File: config.mk
export PLATFORM = sky130hd
export DESIGN_NAME = mac_track
export DESIGN_NICKNAME = d
export VERILOG_FILES = /design/src/design/mac_pkg.sv /design/src/design/mac_track.sv
export SDC_FILE = /design/constraint.sdc
export NUM_CORES = 1
export LEC_CHECK = 0
export BUFFER_PORTS_ARGS = -buffer_cell sky130_fd_sc_hd__buf_2
export CELL_PAD_IN_SITES_DETAIL_PLACEMENT = 1
export CELL_PAD_IN_SITES_GLOBAL_PLACEMENT = 1
export CORE_ASPECT_RATIO = 0.9
export CORE_MARGIN = 4
export CORE_UTILIZATION = 34
export DETAILED_ROUTE_END_ITERATION = 16
export PLACE_DENSITY_LB_ADDON = 0.15
export SLEW_MARGIN = 0
export SYNTH_ARGS = -nofsm -noshare
export SYNTH_HDL_FRONTEND = slang
export SYNTH_SLANG_ARGS = --single-unit
File: constraint.sdc
create_clock -name clk -period 1.8 [get_ports clk]
set_input_delay 0.09 -clock clk [delete_from_list [all_inputs] [get_ports clk]]
set_output_delay 0.09 -clock clk [all_outputs]
set_load 0.03 [all_outputs]
File: src/design/mac_pkg.sv
`default_nettype none
package mac_pkg;

	// Longest address in bytes; the byte at this count ends the address.
	localparam int MAX_LEN = 256;

	localparam int POS_W   = $clog2(MAX_LEN);
	localparam int LEN_W   = 9;
	localparam int EXT_W   = (POS_W > LEN_W) ? POS_W : LEN_W;
	localparam int IN_W    = 8;
	localparam int OUT_W   = 16;

	localparam logic [POS_W-1:0] POS_LAST  = POS_W'(MAX_LEN - 1);
	localparam logic [LEN_W-1:0] LEN_LIMIT = LEN_W'(MAX_LEN % 512);

	localparam logic [IN_W-1:0] CH_NUL = 8'h00;
	localparam logic [IN_W-1:0] CH_AT  = 8'h40;
	localparam logic [IN_W-1:0] CH_DOT = 8'h2E;

	typedef enum logic [1:0] {
		VERDICT_OK         = 2'd0,
		VERDICT_STRING_END = 2'd1,
		VERDICT_FORMAT     = 2'd2
	} verdict_t;

	typedef struct packed {
		logic is_nul;
		logic is_at;
		logic is_dot;
		logic local_ok;
		logic host_ok;
	} byte_class_t;

	typedef struct packed {
		logic             valid;
		verdict_t         verdict;
		logic [LEN_W-1:0] len;
	} result_t;

	function automatic logic [LEN_W-1:0] pos_to_len(input logic [POS_W-1:0] p);
		logic [EXT_W-1:0] e;
		e = EXT_W'(p);
		return e[LEN_W-1:0];
	endfunction

endpackage
`default_nettype wire

File: src/design/mac_track.sv
`default_nettype none
module mac_track (
	input  wire logic            clk,
	input  wire logic            arst_n,
	input  wire logic            step,
	input  wire mac_pkg::byte_class_t cls,
	output mac_pkg::result_t     res
);
	import mac_pkg::*;

	logic [POS_W-1:0] pos_q;
	logic             in_host_q;
	logic             host_any_q;
	logic             prev_dot_q;
	logic             bad_q;
	logic             discard_q;

	logic [POS_W-1:0] pos_d;
	logic             in_host_d;
	logic             host_any_d;
	logic             prev_dot_d;
	logic             bad_d;
	logic             discard_d;

	always_comb begin
		pos_d       = pos_q;
		in_host_d   = in_host_q;
		host_any_d  = host_any_q;
		prev_dot_d  = prev_dot_q;
		bad_d       = bad_q;
		discard_d   = discard_q;
		res.valid   = 1'b0;
		res.verdict = VERDICT_OK;
		res.len     = pos_to_len(pos_q);

		if (discard_q) begin
			// drop bytes up to the terminator; address state is already clear
			if (cls.is_nul) begin
				discard_d = 1'b0;
			end
		end else if (cls.is_nul) begin
			res.valid = 1'b1;
			if (pos_q == '0 || !in_host_q || !host_any_q || prev_dot_q || bad_q) begin
				res.verdict = VERDICT_FORMAT;
			end
			pos_d      = '0;
			in_host_d  = 1'b0;
			host_any_d = 1'b0;
			prev_dot_d = 1'b0;
			bad_d      = 1'b0;
		end else begin
			if (!in_host_q) begin
				if (cls.is_at) begin
					if (pos_q == '0) begin
						bad_d = 1'b1;
					end
					in_host_d = 1'b1;
				end else if (!cls.local_ok) begin
					bad_d = 1'b1;
				end
			end else begin
				if (cls.is_dot) begin
					if (!host_any_q || prev_dot_q) begin
						bad_d = 1'b1;
					end
					prev_dot_d = 1'b1;
				end else begin
					if (!cls.host_ok) begin
						bad_d = 1'b1;
					end
					prev_dot_d = 1'b0;
				end
				host_any_d = 1'b1;
			end

			if (pos_q == POS_LAST) begin
				res.valid   = 1'b1;
				res.verdict = VERDICT_STRING_END;
				res.len     = LEN_LIMIT;
				pos_d       = '0;
				in_host_d   = 1'b0;
				host_any_d  = 1'b0;
				prev_dot_d  = 1'b0;
				bad_d       = 1'b0;
				discard_d   = 1'b1;
			end else begin
				pos_d = pos_q + 1'b1;
			end
		end
	end

	always_ff @(posedge clk or negedge arst_n) begin
		if (!arst_n) begin
			pos_q      <= '0;
			in_host_q  <= 1'b0;
			host_any_q <= 1'b0;
			prev_dot_q <= 1'b0;
			bad_q      <= 1'b0;
			discard_q  <= 1'b0;
		end else if (step) begin
			pos_q      <= pos_d;
			in_host_q  <= in_host_d;
			host_any_q <= host_any_d;
			prev_dot_q <= prev_dot_d;
			bad_q      <= bad_d;
			discard_q  <= discard_d;
		end
	end

	a_discard_clear: assert property (@(posedge clk) disable iff (!arst_n)
		discard_q |-> (pos_q == '0) && !in_host_q && !host_any_q && !bad_q)
		else $error("address state not clear while dropping bytes");

	a_limit_discard: assert property (@(posedge clk) disable iff (!arst_n)
		step && res.valid && (res.verdict == VERDICT_STRING_END) |=> discard_q)
		else $error("limit hit without entering drop mode");

	a_result_restart: assert property (@(posedge clk) disable iff (!arst_n)
		step && res.valid |=> (pos_q == '0) && !in_host_q)
		else $error("address state not restarted after a verdict");

	a_dot_in_host: assert property (@(posedge clk) disable iff (!arst_n)
		prev_dot_q |-> in_host_q && host_any_q)
		else $error("dot flag set outside the host part");

endmodule
`default_nettype wire

; Word level (Yosys, flattened, before mapping)
; Cells that the tools add are included.
[totals]
reg_bits = 13
inputBits = 8
output_inout_bits = 12
word_cells = 56
[classes]
addsub = 1
n_eq_ne = 5
mux = 31
n_bitwise = 1
reduce_logical = 12
[ops]
columns = operator, n
row1 = $mux W1, 24
row2 = $mux W12, 2
row3 = $mux W8, 2
row4 = $ne A5 B1 Y1 const B, 2
row5 = $mux W9, 1
row6 = $add A8 B1 Y8 const B, 1
row7 = $eq A8 B8 Y1 const B, 1
row8 = $logic_not A8 Y1, 1
row9 = $reduce_and A6 Y1, 1
row10 = $logic_or A1 B1 Y1, 5
row11 = $ne A5 B3 Y1 const B, 1
row12 = $ne A5 B4 Y1 const B, 1
row13 = $mux W3, 1
row14 = $reduce_and A3 Y1, 1
row15 = $reduce_bool A3 Y1, 1
row16 = $logic_not A1 Y1, 2
row17 = $mux W2, 1
row18 = $reduce_and A2 Y1, 1
row19 = $not A1 Y1, 1

; Logic depth before layout (Yosys ltp)
; Gate-level depths: netlist of the first run.
[depth]
depth_word = 8
depth_mapped = 6

; Worst setup path before layout of the first run
; OpenSTA, ideal clock, no wires.
[synth_timing]
kind = register to output
from = reg pos_q[0]
to = out res[10] in the netlist's numbering
arrival_ps = 1841
setup_slack_ps = -131
path_stages_with_launch = 6
n_path_buf = 0
path_cell_list = dfrtp_1 > inv_1 > ha_1 > or4b_1 > or4_1 > a41oi_2
[synth_rtl]
columns = item, line_no
row1 = start: declaration, mac_track.sv:11  ; logic [POS_W-1:0] pos_q;
row2 = start signal: assignment, mac_track.sv:101  ; pos_q <= pos_d;
row3 = end: declaration, mac_track.sv:7  ; output mac_pkg::result_t res

==> flow_summary_export.csv, run 1 <==
group,metric,value,unit
run_status,status,"complete, but fails checks",
run_status,violations,"negative setup slack",
floorplanning,coreArea,0.00226,mm^2
pwr,powerDensity,647,mW/mm^2
place,hpwl,1770,um
clock_tree,cts.sinks,13,
routing,first_pass_iters,4,
floorplanning,io_pins,20,
timing,fin_crit_sh,1.24,
finish,drive_gt1_frac,0.374,
routing,vias,850,
clock_tree,cts_buffers,3,
global_routing,grt_max_degree,14,
min_path,hold_path.class,"input port to flip-flop",
global_routing,grt_pass1_wl,4100,um
critical_path,path_class,"flip-flop to primary output",
clock_tree,ctsHtreeMaxLevel,1,
run,drv_cap,0,
logic_synthesis,ys.warnings.count,0,
floorplanning,die_w,60.5,um
finish,final-seq-area,327,um^2
place,gp_congestion,0.714,
finish,fill_cells,269,
critical_path,end_kind,"primary output",
global_routing,grt_pass1_vias,821,
logic_synthesis,yosysTopAreaCell,"dfrtp_1",
logic_synthesis,avgSynthCellArea,8.89,um^2
clock_tree,clk_pin_slew,0.09,ns
logic_synthesis,synth-seq-cells,13,
floorplanning,start_util,0.373,
timing,tightest_slew,0.375,ns
routing,viasPerCell,5.67,
finish,diodes,0,
finish,final_nets,134,
place,portBuffers,19,
timing,fin_hold_ws,0.0497,ns
timing,slew_violations,0,
finish,layout_common_cells,"17 x buf_2, 12 x dfrtp_1, 12 x buf_4",
pwr,vdd_drop_max,0.440,mV
timing,fmax,449,MHz
logic_synthesis,synth_largest_type_area_fraction,0.385,
timing,fin_worst_skew,0.00276,ns
logic_synthesis,synth_area,845,um^2
pwr,p_total,0.736,mW
routing,drt-initial-drc-count,18,
finish,area_delta_synth_final,34.7,%
critical_path,crit_required,1.71,ns
timing,fin_ws,-0.426,ns
routing,ant_nets,0,
routing,avgRoutedWirePerCell,16.9,um
floorplanning,dieArea,0.00335,mm^2
routing,drc,0,
global_routing,antenna_found_initial,0,
finish,multiInputGateArea,528,um^2
finish,fin_area,0.00114,mm^2
timing,min_period,2.23,ns
timing,rsz0062_at_grt,"true",
clock_tree,cts_tree,"yes",
routing,finalWirelength,2530,um
pwr,p_leak,0.524,nW
clock_tree,clockBufferDepth,2,
global_routing,grt_usage,0.166,
timing,relSlewSlack,0.749,
critical_path,arrival,2.14,ns
timing,hold_violations,0,
place,placed_area,0.00103,mm^2
critical_path,crit_fanout,2,
timing,setup_violations,1,
logic_synthesis,netlist_top_cells_area,"dfrtp_1 39%, a22oi_1 4.4%, a31oi_1 3.7%, and2_1 3.7%, a21oi_1 3.6%",
logic_synthesis,syn_nets,105,
logic_synthesis,syn_inst,95,
finish,layout_commonest_cell,"buf_2",
floorplanning,die_h,55.3,um
critical_path,critPathLaunchType,"flip-flop",
place,placed_cells,143,
floorplanning,rows,16,
logic_synthesis,ys_seq_area_frac,0.385,
clock_tree,root_buffer,"clkbuf_4",
finish,fin_cells,150,
logic_synthesis,synthDistinctLibCells,36,
clock_tree,clk_latency,0.29,ns
global_routing,grt.overflow.total,0,
-- power by group --
| part | internal (mW) | leakage [nW] | switching (mW) | total, mW |
|---|---|---|---|---|
| Sequential | 0.314 | 0.172 | 0.0243 | 0.338 |
| Clock | 0.0862 | 0.0150 | 0.111 | 0.197 |
| Combinational | 0.0923 | 0.338 | 0.108 | 0.200 |
-- path summary, 6_finish.rpt --
check / startpoint / endpoint / slack [ns] / cells past startpoint
min reg2reg: prev_dot_q$_DFFE_PN0P_ / prev_dot_q$_DFFE_PN0P_ / 0.58 / 1
max in group asynchronous: arst_n / pos_q[4]$_DFFE_PN0P_ / 1.31 / 2
min: step / discard_q$_DFFE_PN0P_ / 0.05 / 2
min in group asynchronous: arst_n / in_host_q$_DFFE_PN0P_ / 0.23 / 2
max reg2reg: pos_q[0]$_DFFE_PN0P_ / bad_q$_DFFE_PN0P_ / 0.20 / 5
max: pos_q[0]$_DFFE_PN0P_ / res[10] / -0.43 / 6
-- through the flow --
stage	TNS, ns	utilization	worst slack [ns]
5_1_grt	-0.509	0.503	-0.509
6_report	-0.426	0.503	-0.426
3_5_place_dp	-0.166	0.454	-0.166
4_1_cts	-0.435	0.498	-0.435
2_1_floorplan	-0.0416	-	-0.0416
3_3_place_gp	-0.131	0.454	-0.131
-- per-layer routing --
layer	vias to the layer above	part of all wire	track usage
met5	-	0	0
met4	0	0.017	0.0557
met3	4	0.054	0.0466
met2	21	0.47	0.248
met1	411	0.46	0.228
li1	414	-	-
-- sequential cells by signal (all words and copies together) (netlist names) --
signal,count
host_any_q,1
bad_q,1
prev_dot_q,1
discard_q,1
in_host_q,1
pos_q,8
-- synthesized netlist by cell type --
cell and instances:
nand4b_1 3, nand2b_1 2, a21oi_1 6, dfrtp_1 13
and2_1 5, or4b_1 1, or3_2 1, nor2b_1 2
or4_1 3, nand4_1 1, buf_4 1, a221o_1 1
and3_1 1, o31ai_1 2, and4_2 1, nand4bb_1 1
nand3b_1 2, inv_1 4, nor2_1 6, or3_1 2
ha_1 2, nor3_1 1, a21o_1 1, a32o_1 1
a22oi_1 5, nand2_1 3, buf_2 2, o21ai_0 6
a211oi_1 1, nand3_1 3, clkbuf_2 1, a221oi_1 1
buf_1 1, clkbuf_1 3, a41oi_2 1, a31oi_1 5
-- what timing repair did --
action / CTS / global route
endpoints found under the setup margin: 9 / 8
buffers inserted: 3 / 0
pin swaps: 4 / 1
gates resized for setup: 13 / 3
endpoints found under the hold margin: 13 / 0
hold buffers: 1 / 0
-- cell type report --
class	instances	area share
tap	27	0.0297
clock buffer	4	0.0231
multi-input combinational	70	0.464
inverter	4	0.0132
sequential	13	0.287
timing repair buffer	32	0.183
-- worst max-delay path, cell delays in order (launching register included) --
cell,delay [ns]
dfrtp_1,0.40
inv_2,0.07
ha_1,0.14
or4b_4,0.46
or4_4,0.44
a41oi_4,0.19
buf_6,0.16
-- cells by family (layout without fill, tap and decap cells) --
kind of cell | count (synthesis) | in the layout | share of synthesized area
AND/OR/NAND/NOR | 38 | 38 | 0.281
adder cells (fa/ha/maj) | 2 | 2 | 0.0296
AO/OA/AOI/OAI | 30 | 30 | 0.241
flip-flops | 13 | 13 | 0.385
buffers and inverters | 12 | 40 | 0.0622
No activity file was read; power rests on OpenSTA's default activity.
==> run 2, diff against run 1 <==
- ABC_AREA: not set -> 1
- CORE_UTILIZATION: 34 -> 33
- CTS_CLUSTER_SIZE: not set -> 20
==> run 2 against run 1 <==
Compared with the run above: the flow now finishes without violations; die area rose by 2.6%; highest routed layer unchanged; sequential share of layout area rose by 0.87 points; critical path type unchanged; sequential cell count did not move; worst hold slack improved by 0.031 ns; core utilization fell by 5.3 points; critical endpoint is now res[9].
==> flow_summary_export.csv, run 2 <==
group,metric,value,unit
run_status,status,"completed",
place,pre_cts_slack,0.229,ns
pwr,vdd_drop_max,0.377,mV
routing,viasPerCell,4.89,
clock_tree,cts_tree,"yes",
floorplanning,coreArea,0.00245,mm^2
routing,first_pass_iters,4,
logic_synthesis,ys_async_sr_fraction,1.00,
routing,ant_nets,0,
global_routing,grt_pass1_vias,873,
logic_synthesis,ys.flop_type,"dfrtp_1",
critical_path,crit_start,"pos_q[1]$_DFFE_PN0P_",
finish,diodes,0,
min_path,hold_path.class,"input port to flip-flop",
critical_path,crit_required,1.71,ns
finish,largest_register_ffs,8,
logic_synthesis,syn_inst,119,
timing,rsz0062_at_grt,"true",
logic_synthesis,netlist_top_cells_area,"dfrtp_1 39%, nand2_1 13%, nor2_1 8.4%, inv_1 7.1%, o21ai_0 4.7%",
timing,tightest_slew,0.363,ns
floorplanning,rows,17,
critical_path,critPathLaunchType,"flip-flop",
global_routing,grt_max_degree,14,
finish,layout_common_cells,"28 x nand2_1, 17 x nor2_1, 16 x inv_1",
logic_synthesis,ys_seq_area_frac,0.385,
critical_path,crit_fanout,5,
routing,finalWirelength,2390,um
timing,hold_violations,0,
global_routing,antenna_found_initial,0,
global_routing,grt.overflow.total,0,
timing,fin_hold_ws,0.0811,ns
finish,area_delta_synth_final,30.2,%
clock_tree,clk_pin_slew,0.09,ns
critical_path,r2r-end,"bad_q$_DFFE_PN0P_",
logic_synthesis,avgSynthCellArea,7.10,um^2
critical_path,r2r_slack,0.37,ns
clock_tree,cts_buffers,3,
logic_synthesis,yosysTopAreaCell,"dfrtp_1",
finish,final_nets,158,
pwr,powerDensity,636,mW/mm^2
routing,avgRoutedWirePerCell,13.7,um
floorplanning,die_h,56.0,um
floorplanning,dieArea,0.00343,mm^2
global_routing,grt_usage,0.155,
floorplanning,die_w,61.3,um
pwr,p_leak,0.610,nW
finish,drive_gt1_frac,0.320,
critical_path,reg2reg_depth,11,
critical_path,end_kind,"primary output",
place,hpwl,1740,um
logic_synthesis,syn_nets,129,
min_path,whs_path_depth,4,
routing,drc,0,
critical_path,crit-reg2reg-launch,"pos_q[0]$_DFFE_PN0P_",
logic_synthesis,yosysMostFrequentCell,"nand2_1",
timing,fmax,565,MHz
floorplanning,io_pins,20,
logic_synthesis,synth_area,845,um^2
finish,largest_register,"pos_q",
timing,fin_ws,0.0302,ns
clock_tree,ctsHtreeMaxLevel,1,
logic_synthesis,synth-seq-cells,13,
critical_path,path_class,"flip-flop to primary output",
clock_tree,clockBufferDepth,2,
finish,layout_commonest_cell,"nand2_1",
logic_synthesis,synth-edff-count,0,
timing,min_period,1.77,ns
place,portBuffers,19,
critical_path,arrival,1.68,ns
clock_tree,cts.sinks,13,
critical_path,critPathCapture,"res[9]",
logic_synthesis,ys.warnings.count,0,
place,gp_congestion,0.771,
finish,fill_cells,319,
floorplanning,start_util,0.345,
timing,setup_violations,0,
timing,fin_crit_sh,0.983,
global_routing,grt_pass1_wl,4080,um
logic_synthesis,synthDistinctLibCells,23,
run,drv_cap,0,
logic_synthesis,synth_common_cells,"29 x nand2_1, 19 x nor2_1, 16 x inv_1, 13 x dfrtp_1, 8 x o21ai_0",
clock_tree,clk_latency,0.28,ns
timing,relSlewSlack,0.758,
timing,fin_worst_skew,0.000279,ns
clock_tree,root_buffer,"clkbuf_4",
routing,drt-initial-drc-count,21,
timing,slew_violations,0,
routing,vias,856,
logic_synthesis,synth_largest_type_area_fraction,0.385,
[run 2: changes by cell type in the layout (fill, tap and decap cells not counted), moves of 8 or more]
| cell | before | now |
|---|---|---|
| buf_2 | 17 | 9 |
| nor2_1 | 6 | 17 |
| nand2_1 | 3 | 28 |
| inv_1 | 2 | 16 |
[run 2: critical path, cell delays in order (launching register included)]
cell	delay (ns)
dfrtp_1	0.39
ha_2	0.22
nand2_4	0.07
nor2_4	0.10
nand2_2	0.08
inv_2	0.07
nand2_4	0.07
nor2_4	0.17
buf_2	0.23
[run 2: worst min path at each step]
stage                                  to  slack [ns]    from
finish              discard_q$_DFFE_PN0P_        0.08  cls[4]
global route        discard_q$_DFFE_PN0P_        0.13  cls[4]
CTS                 discard_q$_DFFE_PN0P_        0.09  cls[4]
detailed placement   pos_q[5]$_DFFE_PN0P_       0.008  arst_n
global placement     pos_q[5]$_DFFE_PN0P_       0.008  arst_n
floorplan               bad_q$_DFFE_PN0P_       -0.21  arst_n
[run 2: per-stage QoR]
stage | util | cell area, um^2 | cells | setup TNS [ns] | power, mW
final | 0.450 | 1100 | 175 | 0 | 0.699
after global routing | 0.450 | 1100 | 175 | -0.591 | 0.739
after CTS | 0.418 | 1020 | 171 | 0 | 0.681
after detailed placement | 0.394 | 963 | 165 | 0 | 0.489
after global placement | 0.394 | 963 | 165 | 0 | 0.484
after floorplan | - | 845 | 119 | 0 | 0.436
[run 2: layer usage]
layer  GRT usage  vias to the layer above  share of wire
li1            -                      423              -
met4      0.0464                        0          0.012
met3      0.0209                        5          0.062
met1       0.240                      407           0.49
met2       0.218                       21           0.43
met5           0                        -              0
[run 2: report_power, final]
group	switching, mW	internal [mW]	total [mW]
Sequential	0.0179	0.313	0.331
Clock	0.107	0.0861	0.193
Combinational	0.110	0.0658	0.175
Total	0.235	0.465	0.699
[run 2: area by class of cell]
class	instances	area, um^2	share of cell area
Timing Repair Buffer	25	171	0.156
Clock buffer	4	26.3	0.0239
Sequential cell	13	325	0.296
Inverter	19	71.3	0.0648
Multi-Input combinational cell	86	470	0.428
Tap cell	28	35.0	0.0319
[run 2: timing repair]
action                                 CTS  global route
buffers inserted                         0             4
endpoints found under the hold margin   13             0
pin swaps                                1             4
hold buffers                             1             0
setup endpoints to repair               10            12
cloned                                   1             0
gates resized for setup                  6            21
[run 2: kinds of logic after synthesis]
kind of cell               count (synthesis)  share of synthesized area
and+or+nand+nor                           70                      0.388
buffers and inverters                     21                      0.107
DFF                                       13                      0.385
AOI/OAI and AO/OA                         12                     0.0800
adders and majority gates                  2                     0.0296
xor gates and xnor gates                   1                     0.0104
